===== config.mk =====
export PLATFORM = sky130hd
export DESIGN_NAME = poly_base_tail_trimmer_core
export DESIGN_NICKNAME = d
export VERILOG_FILES = /design/src/rtl/ptt_pkg.sv /design/src/rtl/ptt_scan.sv /design/src/rtl/poly_base_tail_trimmer_core.sv
export SDC_FILE = /design/constraint.sdc
export NUM_CORES = 1
export LEC_CHECK = 0
export BUFFER_PORTS_ARGS = -buffer_cell sky130_fd_sc_hd__buf_2
export CORE_MARGIN = 5
export CORE_UTILIZATION = 50
export CTS_CLUSTER_SIZE = 24
export DETAILED_ROUTE_END_ITERATION = 16
export MAX_ROUTING_LAYER = met4
export PLACE_DENSITY_LB_ADDON = 0.25
export SLEW_MARGIN = 20
export SYNTH_ARGS = -nofsm -noshare
export SYNTH_HDL_FRONTEND = slang
export SYNTH_SLANG_ARGS = --single-unit

===== constraint.sdc =====
create_clock -name i_clk -period 5.07 [get_ports i_clk]
set_input_delay 1.014 -clock i_clk [delete_from_list [all_inputs] [get_ports i_clk]]
set_output_delay 1.014 -clock i_clk [all_outputs]
set_load 0.01 [all_outputs]

===== src/rtl/ptt_pkg.sv =====
`timescale 1ns / 1ps

package ptt_pkg;

    // Default for the longest read the block scans.
    localparam int MAX_READ_LEN_DEF = 1024;

    // Fixed field widths.
    localparam int BASE_W     = 8;
    localparam int MIN_RUN_W  = 11;
    localparam int KEPT_W     = 11;
    localparam int MISMATCH_W = 3;

    // One mismatch is allowed per 2**MISMATCH_SPAN_LOG2 bases scanned.
    localparam int MISMATCH_SPAN_LOG2 = 3;
    localparam logic [MISMATCH_W-1:0] MISMATCH_CAP = 3'd5;

    // Configuration register reset values.
    localparam logic [BASE_W-1:0]    TARGET_BASE_RST = 8'd71;
    localparam logic [MIN_RUN_W-1:0] MIN_RUN_RST     = 11'd10;

    // Configuration register indexes.
    localparam logic REG_TARGET_BASE = 1'b0;
    localparam logic REG_MIN_RUN     = 1'b1;

    localparam int APB_ADDR_W = 3;
    localparam int APB_DATA_W = 32;

    typedef struct packed {
        logic [KEPT_W-1:0] kept_length;
        logic              trimmed;
        logic              too_long;
    } t_result;

endpackage


===== src/rtl/ptt_scan.sv =====
`timescale 1ns / 1ps

module ptt_scan #(
    parameter int MAX_READ_LEN = ptt_pkg::MAX_READ_LEN_DEF
) (
    input  logic                           i_clk,
    input  logic                           i_rst_n,
    input  logic                           i_step,
    input  logic [ptt_pkg::BASE_W-1:0]     i_base,
    input  logic                           i_head,
    input  logic [ptt_pkg::BASE_W-1:0]     i_target_base,
    input  logic [ptt_pkg::MIN_RUN_W-1:0]  i_min_run,
    output logic                           o_res_valid,
    output ptt_pkg::t_result               o_res
);
    import ptt_pkg::*;

    localparam int SEEN_W = $clog2(MAX_READ_LEN + 2);
    localparam int DIST_W = $clog2(MAX_READ_LEN);
    localparam int CMP_W  = (SEEN_W > MIN_RUN_W) ? SEEN_W : MIN_RUN_W;
    localparam logic [SEEN_W-1:0] SEEN_MAX  = SEEN_W'(MAX_READ_LEN);
    localparam logic [KEPT_W-1:0] KEPT_LONG = KEPT_W'(MAX_READ_LEN);

    logic [SEEN_W-1:0]     r_seen, n_seen;
    logic [MISMATCH_W-1:0] r_mis, n_mis;
    logic [DIST_W-1:0]     r_dist, n_dist;
    logic                  r_stopped, n_stopped;

    logic                  w_over;
    logic [MISMATCH_W-1:0] w_mis;
    logic [DIST_W-1:0]     w_dist;
    logic                  w_stop;
    logic [CMP_W-1:0]      w_seen_ext;
    logic [CMP_W-1:0]      w_min_ext;

    assign w_min_ext = CMP_W'(i_min_run);

    always_comb begin
        // The count saturates one past the maximum so an overlong read stays flagged.
        n_seen     = (r_seen <= SEEN_MAX) ? r_seen + 1'b1 : r_seen;
        w_seen_ext = CMP_W'(n_seen);
        w_over     = n_seen > SEEN_MAX;
        w_stop     = r_stopped | w_over;
        w_mis      = r_mis;
        w_dist     = r_dist;
        if (!w_stop) begin
            if (i_base == i_target_base) begin
                w_dist = DIST_W'(n_seen - 1'b1);
            end else begin
                w_mis = r_mis + 1'b1;
            end
            if ((w_mis > MISMATCH_CAP) ||
                ((CMP_W'(w_mis) > CMP_W'(n_seen >> MISMATCH_SPAN_LOG2)) &&
                 (w_seen_ext >= w_min_ext))) begin
                w_stop = 1'b1;
            end
        end

        o_res_valid = i_step & i_head;
        if (w_over) begin
            o_res.kept_length = KEPT_LONG;
            o_res.trimmed     = 1'b0;
        end else if (CMP_W'(w_dist) + 1'b1 >= w_min_ext) begin
            o_res.kept_length = KEPT_W'(n_seen - 1'b1 - SEEN_W'(w_dist));
            o_res.trimmed     = 1'b1;
        end else begin
            o_res.kept_length = KEPT_W'(n_seen);
            o_res.trimmed     = 1'b0;
        end
        o_res.too_long = w_over;

        // The head base closes the read and clears the scan for the next one.
        if (i_head) begin
            n_seen    = '0;
            n_mis     = '0;
            n_dist    = '0;
            n_stopped = 1'b0;
        end else begin
            n_mis     = w_mis;
            n_dist    = w_dist;
            n_stopped = w_stop;
        end
    end

    always_ff @(posedge i_clk) begin
        if (!i_rst_n) begin
            r_seen    <= '0;
            r_mis     <= '0;
            r_dist    <= '0;
            r_stopped <= 1'b0;
        end else if (i_step) begin
            r_seen    <= n_seen;
            r_mis     <= n_mis;
            r_dist    <= n_dist;
            r_stopped <= n_stopped;
        end
    end

endmodule


===== src/rtl/poly_base_tail_trimmer_core.sv =====
`timescale 1ns / 1ps

// Channel   Dir  Beat contents
// s_axis    in   tdata[7:0] base, tlast head_base (head-most base of the read)
// m_axis    out  tdata[10:0] kept_length, tuser[0] trimmed, tuser[1] too_long
// apb       in   reg 0 at 0x0 target_base, reg 1 at 0x4 min_run
//
// One base is accepted per cycle while s_axis tready is high. A base is held in the
// input register and scanned into the state when the scan stage advances; on the head
// base the result register loads at that same edge, so tvalid rises once the head
// base is scanned. Reset is synchronous and clears the read state and the registers
// to defaults. A stall on m_axis fills the result register, then the input
// register, and only then drops s_axis tready.

module poly_base_tail_trimmer_core #(
    parameter int MAX_READ_LEN = ptt_pkg::MAX_READ_LEN_DEF
) (
    input  logic                            i_clk,
    input  logic                            i_rst_n,
    // Input stream
    input  logic                            i_s_axis_tvalid,
    output logic                            o_s_axis_tready,
    input  logic [7:0]                      i_s_axis_tdata,   // [7:0] base
    input  logic                            i_s_axis_tlast,
    // Result stream
    output logic                            o_m_axis_tvalid,
    input  logic                            i_m_axis_tready,
    output logic [15:0]                     o_m_axis_tdata,   // [10:0] kept_length, rest 0
    output logic [1:0]                      o_m_axis_tuser,   // [0] trimmed, [1] too_long
    // Configuration
    input  logic                            psel,
    input  logic                            penable,
    input  logic                            pwrite,
    input  logic [ptt_pkg::APB_ADDR_W-1:0]  paddr,
    input  logic [ptt_pkg::APB_DATA_W-1:0]  pwdata,
    output logic [ptt_pkg::APB_DATA_W-1:0]  prdata,
    output logic                            pready
);
    import ptt_pkg::*;

    logic [BASE_W-1:0]    r_target_base;
    logic [MIN_RUN_W-1:0] r_min_run;

    logic                 r_in_valid;
    logic [BASE_W-1:0]    r_in_base;
    logic                 r_in_head;

    logic                 r_out_valid;
    t_result              r_out;

    logic                 w_advance;
    logic                 w_res_valid;
    t_result              w_res;

    // ---------------- Configuration port ----------------
    assign pready = 1'b1;

    always_ff @(posedge i_clk) begin
        if (!i_rst_n) begin
            r_target_base <= TARGET_BASE_RST;
            r_min_run     <= MIN_RUN_RST;
        end else if (psel && penable && pwrite) begin
            unique case (paddr[2])
                REG_TARGET_BASE: r_target_base <= pwdata[BASE_W-1:0];
                REG_MIN_RUN:     r_min_run     <= pwdata[MIN_RUN_W-1:0];
                default: ;
            endcase
        end
    end

    always_comb begin
        unique case (paddr[2])
            REG_TARGET_BASE: prdata = APB_DATA_W'(r_target_base);
            REG_MIN_RUN:     prdata = APB_DATA_W'(r_min_run);
            default:         prdata = '0;
        endcase
    end

    // ---------------- Input register ----------------
    // The scan stage moves whenever the result register can take a new value.
    assign w_advance       = !r_out_valid || i_m_axis_tready;
    assign o_s_axis_tready = !r_in_valid || w_advance;

    always_ff @(posedge i_clk) begin
        if (!i_rst_n) begin
            r_in_valid <= 1'b0;
        end else if (o_s_axis_tready) begin
            r_in_valid <= i_s_axis_tvalid;
        end
    end

    always_ff @(posedge i_clk) begin
        if (o_s_axis_tready && i_s_axis_tvalid) begin
            r_in_base <= i_s_axis_tdata;
            r_in_head <= i_s_axis_tlast;
        end
    end

    // ---------------- Scan ----------------
    ptt_scan #(
        .MAX_READ_LEN (MAX_READ_LEN)
    ) u_scan (
        .i_clk         (i_clk),
        .i_rst_n       (i_rst_n),
        .i_step        (r_in_valid && w_advance),
        .i_base        (r_in_base),
        .i_head        (r_in_head),
        .i_target_base (r_target_base),
        .i_min_run     (r_min_run),
        .o_res_valid   (w_res_valid),
        .o_res         (w_res)
    );

    // ---------------- Result register ----------------
    always_ff @(posedge i_clk) begin
        if (!i_rst_n) begin
            r_out_valid <= 1'b0;
        end else if (w_advance) begin
            r_out_valid <= w_res_valid;
        end
    end

    always_ff @(posedge i_clk) begin
        if (w_advance && w_res_valid) begin
            r_out <= w_res;
        end
    end

    assign o_m_axis_tvalid = r_out_valid;
    assign o_m_axis_tdata  = 16'(r_out.kept_length);
    assign o_m_axis_tuser  = {r_out.too_long, r_out.trimmed};

endmodule

* After elaboration in Yosys (flattened, before gate mapping)
Cells that the tools add are included.
** Word-level totals
- Bits in registers :: 68
- Bits of input ports :: 51
- Word-level logic and storage cells :: 57
** Cells by class
- Add/sub/neg operators :: 5
- $lt $le $gt $ge :: 6
- Equality and inequality tests :: 2
- Muxes and demuxes :: 14
- Bitwise gates (word level) :: 3
- Reduce and logical (&&, ||, !) cells :: 14
** Operators with widths (count)
- 32-bit one-hot mux with 2 select lines :: 1
- 10-bit 2-to-1 mux :: 3
- 11-bit >= comparator :: 2
- 11-bit 2-to-1 mux :: 2
- 12-bit 2-to-1 mux :: 1
- 3-bit 2-to-1 mux :: 4
- 10-bit by 1-bit adder with 11-bit output (second input constant) :: 1
- 11-bit by 1-bit adder with 11-bit output (second input constant) :: 1
- 11-bit > comparator (second input constant) :: 1
- 11-bit less-or-equal comparator (second input constant) :: 1
- 11-bit by 1-bit subtractor with 11-bit output (second input constant) :: 1
- 11-bit by 10-bit subtractor with 11-bit output :: 1
- 8-bit == test :: 1
- 3-bit by 8-bit > comparator with 1-bit output :: 1
- 1-bit logical AND :: 6
- 2-bit AND reduction :: 3
- 3-bit by 1-bit adder with 3-bit output (second input constant) :: 1
- 3-bit > comparator (second input constant) :: 1
- 1-bit logical OR :: 3
- 1-bit 2-to-1 mux :: 3
- 1-bit logical NOT :: 2
- 2-bit inequality test (second input constant) :: 1
- 1-bit AND :: 1
- 1-bit inverter :: 1
- 1-bit OR :: 1

* Logic depth before layout (Yosys ltp)
Gate-level depths: netlist of the first run.
- Depth after elaboration :: 11
- Gate-level depth with buffers :: 26
- Gate-level depth less buffers :: 24

* Cells and area by module
Synthesis of the first run repeated with hierarchy kept, for this count alone.
** Unflattened totals
- Cell total of the unflattened synthesis :: 558
- Area total of the unflattened synthesis :: 5044.8 um2
** By module, submodules not included
- ptt_scan :: instances 1, cells each 403, area each 3175.5 um2, seq. area each 500.5 um2
- poly_base_tail_trimmer_core :: instances 1, cells each 155, area each 1869.3 um2, seq. area each 1081.0 um2

* Least setup slack after synthesis of the first run
No wires, ideal clock.
- Path type :: reg2reg
- From :: register u_scan.r_seen[0]
- To :: register r_out (netlist bit o_m_axis_tdata[9]) (data pin)
- Setup time :: 261 ps
- Arrival time :: 5144 ps
- Path slack :: -335 ps
- Cell stages (with the launch flop) :: 24
- Buffers on the path :: 3
- Period minus slack after synthesis :: 5405 ps
- Cell sequence :: dfxtp_1 buf_4 inv_1 ha_1 or4b_1 o31ai_4 xnor2_1 ha_1 inv_1 a21oi_1 a41o_1 nand2b_2 buf_6 mux2i_2 or4_4 or3_4 xor2_1 ha_1 a2111oi_0 a21o_1 and2_1 clkbuf_1 mux2i_1 nand3b_1
** Between the ends
- Word-level cells in the longest chain between the ends :: 8
- Elaborated cells on any way between the ends :: 12
- Those cells by class :: 4 x add/sub; 3 x order compare; 4 x mux; 1 x bitwise
** RTL lines
- from (decl) :: line ptt_scan.sv:24 : logic [SEEN_W-1:0] r_seen, n_seen;
- from (signal assigned) :: line ptt_scan.sv:92 : r_seen <= n_seen;
- 11-bit by 1-bit adder with 11-bit output / 11-bit less-or-equal comparator (equally long branches) :: line ptt_scan.sv:40 : n_seen = (r_seen <= SEEN_MAX) ? r_seen + 1'b1 : r_seen;
- 11-bit 2-to-1 mux (*) :: line ptt_scan.sv:40
- 11-bit by 1-bit subtractor with 11-bit output / 11-bit > comparator (equally long branches) :: line ptt_scan.sv:48, ptt_scan.sv:42
- 10-bit 2-to-1 mux / 1-bit OR (equally long branches) :: line ptt_scan.sv:47, ptt_scan.sv:43
- 10-bit 2-to-1 mux :: line ptt_scan.sv:46 : if (!w_stop) begin
- 10-bit by 1-bit adder with 11-bit output :: line ptt_scan.sv:63 : end else if (CMP_W'(w_dist) + 1'b1 >= w_min_ext) begin
- 11-bit >= comparator :: line ptt_scan.sv:63
- 12-bit 2-to-1 mux :: line ptt_scan.sv:63
- to (signal assigned) :: line poly_base_tail_trimmer_core.sv:125 : r_out <= w_res;
- to (decl) :: line poly_base_tail_trimmer_core.sv:49 : t_result r_out;
Every way passes the cells marked *; elsewhere a longest branch is shown, timed or not.
A chain may end at the register's enable or synchronous reset.

* Worst setup path in the final report of the first run
Same ends and word-level chain as after synthesis.

==> results of run 1 <==
stage by stage:
stage          utilization, %  hold slack (ns)  instance area [um2]  total power [mW]  cells
6_report                 60.2            0.468                 5880              1.22    804
5_1_grt                  60.2            0.489                 5880              1.27    804
4_1_cts                  59.7            0.473                 5830              1.23    800
3_5_place_dp             57.3            0.463                 5600             0.759    783
3_3_place_gp             57.3            0.458                 5600             0.755    783
2_1_floorplan               -            0.443                 5180             0.724    606
worst register-to-register path, delay by kind of cell, from the launching register on:
family	cells	cell delay, ns
simple gates	6	1.73
compound gates	7	1.44
fa+ha+maj	3	0.64
flops	1	0.33
mux	2	0.33
buf+inv	3	0.29
xor+xnor	1	0.16
cell type report:
class | count | area (um2)
Clock buffer | 10 | 149
Clock inverter | 6 | 61.3
Fill cell | 867 | 3890
Inverter | 24 | 90.1
Multi-Input combinational cell | 458 | 3180
Sequential cell | 68 | 1580
Tap cell | 133 | 166
Timing Repair Buffer | 105 | 656
worst paths after layout:
path | start | end | slack, ns | cells after the start
worst max-delay path | u_scan.r_seen[0]$_SDFFE_PN0P_ | o_m_axis_tdata[9]$_SDFFCE_PP0P_ | -0.09 | 22
worst min-delay path | r_min_run[8]$_SDFFE_PN0P_ | r_min_run[8]$_SDFFE_PN0P_ | 0.47 | 2
worst max register to register | u_scan.r_seen[0]$_SDFFE_PN0P_ | o_m_axis_tdata[9]$_SDFFCE_PP0P_ | -0.09 | 22
worst min register to register | r_min_run[8]$_SDFFE_PN0P_ | r_min_run[8]$_SDFFE_PN0P_ | 0.47 | 2
power breakdown:
| part | switching, mW | internal, mW |
|---|---|---|
| combinational | 0.0999 | 0.0693 |
| clock | 0.218 | 0.255 |
| sequential | 0.00758 | 0.574 |
| total | 0.326 | 0.899 |
what timing repair did:
item / in CTS / in global routing
pin swaps: 1 / 4
resized for setup: 6 / 5
buffers inserted: 1 / 4
setup endpoints to repair: 11 / 12
flip-flops by register name, indices dropped and copies added (netlist names):
name / flops
o_m_axis_tdata: 11
r_min_run: 11
u_scan.r_seen: 11
u_scan.r_dist: 10
r_in_base: 8
r_target_base: 8
u_scan.r_mis: 3
o_m_axis_tuser: 2
o_m_axis_tvalid: 1
r_in_head: 1
r_in_valid: 1
u_scan.r_stopped: 1
cells in the final DEF (no fill, tap or decap), drive strengths merged, types with 10 or more instances in the layout:
cell type and n:
mux2 11, a22oi 14, edfxtp 22, nor2b 16
clkbuf 10, o21ai 28, a21boi 18, nand2 73
ha 38, nor3 13, buf 105, inv 24
and2 16, nand3 16, nor2 32, xnor2 31
a21oi 21, dfxtp 46, conb 27, xor2 16
mux2i 10
cells by family after synthesis:
logic type	count (synthesis)	synth area share, %
compound gates	123	16.6
xor+xnor	47	8.49
fa+ha+maj	38	9.46
buf+inv	80	8.64
flops	68	31.5
mux	21	4.86
other cells	2	0.149
simple gates	202	20.3
layer usage:
metal | share of wire [%] | vias up | GRT usage [%]
li1 | - | 2133 | -
met5 | 0 | - | -
met3 | 6.0 | 34 | 3.73
met4 | 3.3 | 0 | 10.6
met2 | 46 | 141 | 35.4
met1 | 44 | 1995 | 27.1
==> impl_metrics.csv, run 1 <==
group,metric,value,unit
setup_path,critPathMaxStageDelay,0.48,ns
floorplanning,dieArea,12200,um2
yosys,synth_top_area_cell,"dfxtp_1",
setup_path,crit_family,"simple AND/OR/NAND/NOR gates",
setup_path,path_buf_inv,3,
setup_path,crit_chain,"inv_2 -> ha_1 -> or4b_4 -> o31ai_4 -> o21a_1 -> ha_2 -> inv_2 -> a21oi_2 -> a41o_1 -> nand2b_4 -> buf_4 -> mux2i_1 -> or4_4 -> or3_4 -> xor2_1 -> ha_1 -> o21a_1 -> o211ai_1 -> a21o_1 -> and2_4 -> mux2i_1 -> nand3b_1",
timing,finalHoldViolCount,0,
routing,drc,0,
floorplanning,std_cell_rows,36,
yosys,yosysMostFrequentCell,"nand2_1",
floorplanning,dieWidth,110,um
yosys,ys.warnings.count,0,
timing,maxSlewViolCount,0,
yosys,syn-mean-instance-area,8.65,um2
setup_path,critPathLaunchType,"register",
cells_and_area,drive_gt1_share,24.1,%
clock_tree,cts_hold_buf,0,
yosys,ys_seq_area_share,31.5,%
routing,viasPerCell,5.35,
yosys,synth_seq_cells,68,
placement,port_buffers,53,
cells_and_area,synthToLayoutAreaGrowth,17.1,%
yosys,synth_top_area_share,18.3,%
run_status,violations,"setup timing",
timing,setup_tns,-0.329,ns
clock_tree,path_clk_slew,0.07,ns
yosys,synthTopCellsByArea,"dfxtp_1 18%, edfxtp_1 13%, ha_1 9.5%, nand2_1 5.5%, xnor2_1 5.2%",
global_routing,grt_pass1_vias,4197,
setup_path,arrival,5.26,ns
placement,dp_hpwl,9500,um
clock_tree,cts_tree,"built",
global_routing,antenna_found_initial,0,
pwr,power_density,208,nW/um2
floorplanning,core,9770,um2
run,maxCapViolations,0,
timing,rsz0062_at_grt,"true",
global_routing,grt_max_degree,47,
clock_tree,numClockSinks,68,
routing,vias,4303,
yosys,synth_common_cells,"73 x nand2_1, 46 x dfxtp_1, 38 x ha_1",
worst_hold_path,hp-class,"reg -> reg",
global_routing,grt_usage,22.1,%
setup_path,crit_slowest_cell,"or4b_4",
yosys,synth_flop_cell,"dfxtp_1",
yosys,async_flop_share,0,%
timing,relSlewSlack,40.0,%
floorplanning,die_h,110,um
timing,worstMarginPinSlew,0.896,ns
clock_tree,clkLatencyLatePin,0.36,ns
global_routing,overflow,0,
routing,wire_per_inst,15.6,um
placement,place.gp.congestion,0.963,
clock_tree,numCtsBuffers,9,
routing,postRouteAntennaNets,0,
yosys,syn_inst,581,
yosys,synth_enable_flop_cells,22,
routing,drt-total-wl,12500,um
timing,period_needed,5.16,ns
timing,fin_ws,-0.0853,ns
clock_tree,clockBufferDepth,2,
pwr,p_leak,2.63,nW
timing,setup_viol,10,
setup_path,cp-end-kind,"register",
yosys,netlist_area,5020,um2
placement,post-place-ws,-0.168,ns
yosys,synth.distinct_cells,66,
routing,drt_pass1_iterations,4,
setup_path,path_max_fanout,9,
setup_path,setup.worst_path.class,"reg -> reg",
timing,min_period_over_period,102,%
global_routing,grt_pass1_wl,20100,um
timing,clock-skew-final,0.00990,ns
pwr,ir_worst_vdd,167,uV
clock_tree,cts-root-buf,"clkbuf_8",
clock_tree,h-tree-depth,3,
setup_path,cp.required,5.18,ns
floorplanning,ioPinCount,104,
timing,clock.fmax,0.194,GHz
floorplanning,initial_utilization,51.4,%
cells_and_area,fin_nets,755,
run_status,status,"complete, but fails checks",
routing,initialDrtViolationCount,235,
cells_and_area,antenna_cells,0,
No activity file was read; power rests on OpenSTA's default activity.
==> inputs of run 2 (changes only) <==
ABC_AREA = 1   (was default)
CORE_UTILIZATION = 38   (was 50)
PLACE_DENSITY = 0.67   (was default)
PLACE_DENSITY_LB_ADDON = default   (was 0.25)
==> run 2 against run 1 <==
Compared with the run above: the flow now finishes without violations; synthesized cell count up 23%; fmax increased by 6.3%; worst setup slack improved by 0.30 ns; clock-buffer cell count grew 1; sequential power about the same; global-route usage down 6.4 points; largest power group is now clock.
==> impl_metrics.csv, run 2 <==
group,metric,value,unit
timing,min_period_over_period,95.7,%
cells_and_area,fin_nets,877,
run_status,status,"finished clean",
yosys,synth.distinct_cells,47,
routing,viasPerCell,4.78,
yosys,synthTopCellsByArea,"dfxtp_1 18%, nand2_1 14%, edfxtp_1 13%, ha_1 9.4%, inv_1 6.8%",
yosys,ys.warnings.count,0,
routing,wire_per_inst,12.7,um
yosys,ys_seq_area_share,31.2,%
run,maxCapViolations,0,
clock_tree,numClockSinks,68,
placement,port_buffers,53,
yosys,synth_top_area_cell,"dfxtp_1",
placement,placed_cells,942,
timing,setup_viol,0,
setup_path,critPathMaxStageDelay,0.33,ns
worst_hold_path,hold_depth,2,
yosys,synth_top_area_share,18.2,%
timing,clock.fmax,0.206,GHz
setup_path,path_max_fanout,8,
pwr,power_density,234,nW/um2
yosys,async_flop_share,0,%
worst_hold_path,min_to,"u_scan.r_stopped$_SDFFE_PN0P_",
clock_tree,cts-root-buf,"clkbuf_16",
routing,initialDrtViolationCount,249,
setup_path,crit_slowest_cell,"dfxtp_2",
pwr,p_leak,3.01,nW
global_routing,grt_pass1_vias,4231,
yosys,synth_flop_cell,"dfxtp_1",
yosys,netlist_area,5060,um2
cells_and_area,synthToLayoutAreaGrowth,20.0,%
yosys,synth_common_cells,"183 x nand2_1, 92 x inv_1, 59 x a21oi_1",
setup_path,r2r-start,"u_scan.r_seen[0]$_SDFFE_PN0P_",
setup_path,cp-end-kind,"register",
routing,drc,0,
timing,fin_ws,0.220,ns
clock_tree,cts_tree,"built",
setup_path,critPathLaunchType,"register",
pwr,finalPower,1.42,mW
global_routing,overflow,0,
routing,vias,4634,
placement,post-place-ws,-0.0710,ns
setup_path,reg2reg_to,"o_m_axis_tdata[10]$_SDFFCE_PP1P_",
timing,maxSlewViolCount,0,
routing,postRouteAntennaNets,0,
setup_path,crit_path_frequent_cell,"nand2_1",
timing,period_needed,4.85,ns
cells_and_area,antenna_cells,0,
placement,dp_hpwl,9570,um
clock_tree,clockBufferDepth,2,
yosys,synth_seq_cells,68,
worst_hold_path,hp-class,"reg -> reg",
yosys,syn-mean-instance-area,7.09,um2
routing,drt-total-wl,12300,um
floorplanning,ioPinCount,104,
floorplanning,die_h,125,um
clock_tree,path_clk_slew,0.06,ns
cells_and_area,layout.cells.non_filler,969,
yosys,synth_enable_flop_cells,22,
floorplanning,std_cell_rows,42,
timing,finalHoldViolCount,0,
clock_tree,h-tree-depth,3,
timing,relSlewSlack,31.5,%
global_routing,grt_pass1_wl,19700,um
worst_hold_path,min_from,"u_scan.r_stopped$_SDFFE_PN0P_",
setup_path,setup.worst_path.class,"reg -> reg",
cells_and_area,final_cell_mix,"179 x nand2_1, 88 x inv_1, 56 x a21oi_1",
floorplanning,dieWidth,125,um
placement,place.gp.congestion,0.906,
floorplanning,core,13100,um2
yosys,syn_inst,714,
global_routing,grt_max_degree,32,
clock_tree,clkLatencyLatePin,0.34,ns
setup_path,reg2regPathDepth,34,
cells_and_area,drive_gt1_share,19.8,%
routing,drt_pass1_iterations,4,
timing,clock-skew-final,0.00834,ns
floorplanning,initial_utilization,38.6,%
timing,worstMarginPinSlew,1.03,ns
yosys,yosysMostFrequentCell,"nand2_1",
cells_and_area,mostFrequentLayoutCell,"nand2_1",
global_routing,antenna_found_initial,0,
global_routing,grt_usage,15.7,%
setup_path,cp.required,5.16,ns
clock_tree,numCtsBuffers,9,
clock_tree,cts_hold_buf,0,
floorplanning,dieArea,15700,um2
pwr,ir_worst_vdd,315,uV
setup_path,arrival,4.94,ns
setup_path,reg2reg_slack,0.22,ns
-- run 2: final cells by class --
class                      count  area, um2
tap                          176        220
sequential                    68       1580
timing repair buffer          81        517
inverter                      97        372
multi-input combinational    531       3080
fill                        1336       7060
clock buffer                  11        254
clock inverter                 5       57.6
-- run 2: how the worst max path moves through the flow --
stage / slack, ns / from / to
6_report: 0.22 / u_scan.r_seen[0]$_SDFFE_PN0P_ / o_m_axis_tdata[10]$_SDFFCE_PP1P_
2_1_floorplan: 0.16 / u_scan.r_seen[0]$_SDFFE_PN0P_ / o_m_axis_tdata[10]$_SDFFCE_PP1P_
4_1_cts: 0.01 / u_scan.r_seen[0]$_SDFFE_PN0P_ / o_m_axis_tdata[7]$_SDFFCE_PP0P_
3_3_place_gp: -0.04 / u_scan.r_seen[0]$_SDFFE_PN0P_ / o_m_axis_tdata[7]$_SDFFCE_PP0P_
3_5_place_dp: -0.07 / u_scan.r_seen[0]$_SDFFE_PN0P_ / o_m_axis_tdata[7]$_SDFFCE_PP0P_
5_1_grt: -0.06 / u_scan.r_seen[0]$_SDFFE_PN0P_ / o_m_axis_tdata[10]$_SDFFCE_PP1P_
-- run 2: timing repair --
| item | CTS | global route |
|---|---|---|
| pin swaps | 0 | 11 |
| gates resized for setup | 1 | 48 |
| gates cloned | 0 | 1 |
| setup endpoints to repair | 7 | 12 |
| buffers inserted | 2 | 8 |
-- run 2: worst max-delay path, delay by kind of cell, from the launching register on --
kind | cells | cell delay [ns]
DFF | 1 | 0.33
buffers and inverters | 7 | 0.82
AOI/OAI and AO/OA | 7 | 0.83
and+or+nand+nor | 15 | 1.60
adders and majority gates | 3 | 0.59
muxes | 1 | 0.24
xor gates and xnor gates | 1 | 0.18
-- run 2: routing by layer --
layer,GRT usage (%),vias up,routed length [um]
met5,-,-,0
met4,5.55,0,320
met3,3.41,24,666
met2,24.2,128,5530
met1,20.4,2051,5770
li1,-,2431,-
-- run 2: metrics by stage --
stage / cell area [um2] / hold WS [ns] / util, % / TNS, ns
global placement: 5480 / 0.449 / 41.7 / -0.0497
global route: 6080 / 0.481 / 46.3 / -0.246
floorplan: 5160 / 0.441 / - / 0
detailed placement: 5480 / 0.453 / 41.7 / -0.331
finish: 6080 / 0.467 / 46.3 / 0
CTS: 5820 / 0.462 / 44.3 / 0
-- run 2: power by group --
group | switching (mW) | leakage (nW) | internal (mW)
Combinational | 0.123 | 2.29 | 0.0685
Sequential | 0.00620 | 0.573 | 0.578
Clock | 0.234 | 0.145 | 0.410
Total | 0.363 | 3.01 | 1.06
-- run 2: kinds of logic (layout without fill, tap and decap cells) --
group           after synthesis  after routing  synth area share (%)
fa+ha+maj                    39             39                  9.59
simple gates                313            313                  28.1
buf+inv                     140            194                  12.9
flops                        68             68                  31.2
xor+xnor                     24             24                  4.30
mux                           1              1                 0.198
other cells                   2             27                 0.148
compound gates              127            127                  13.6
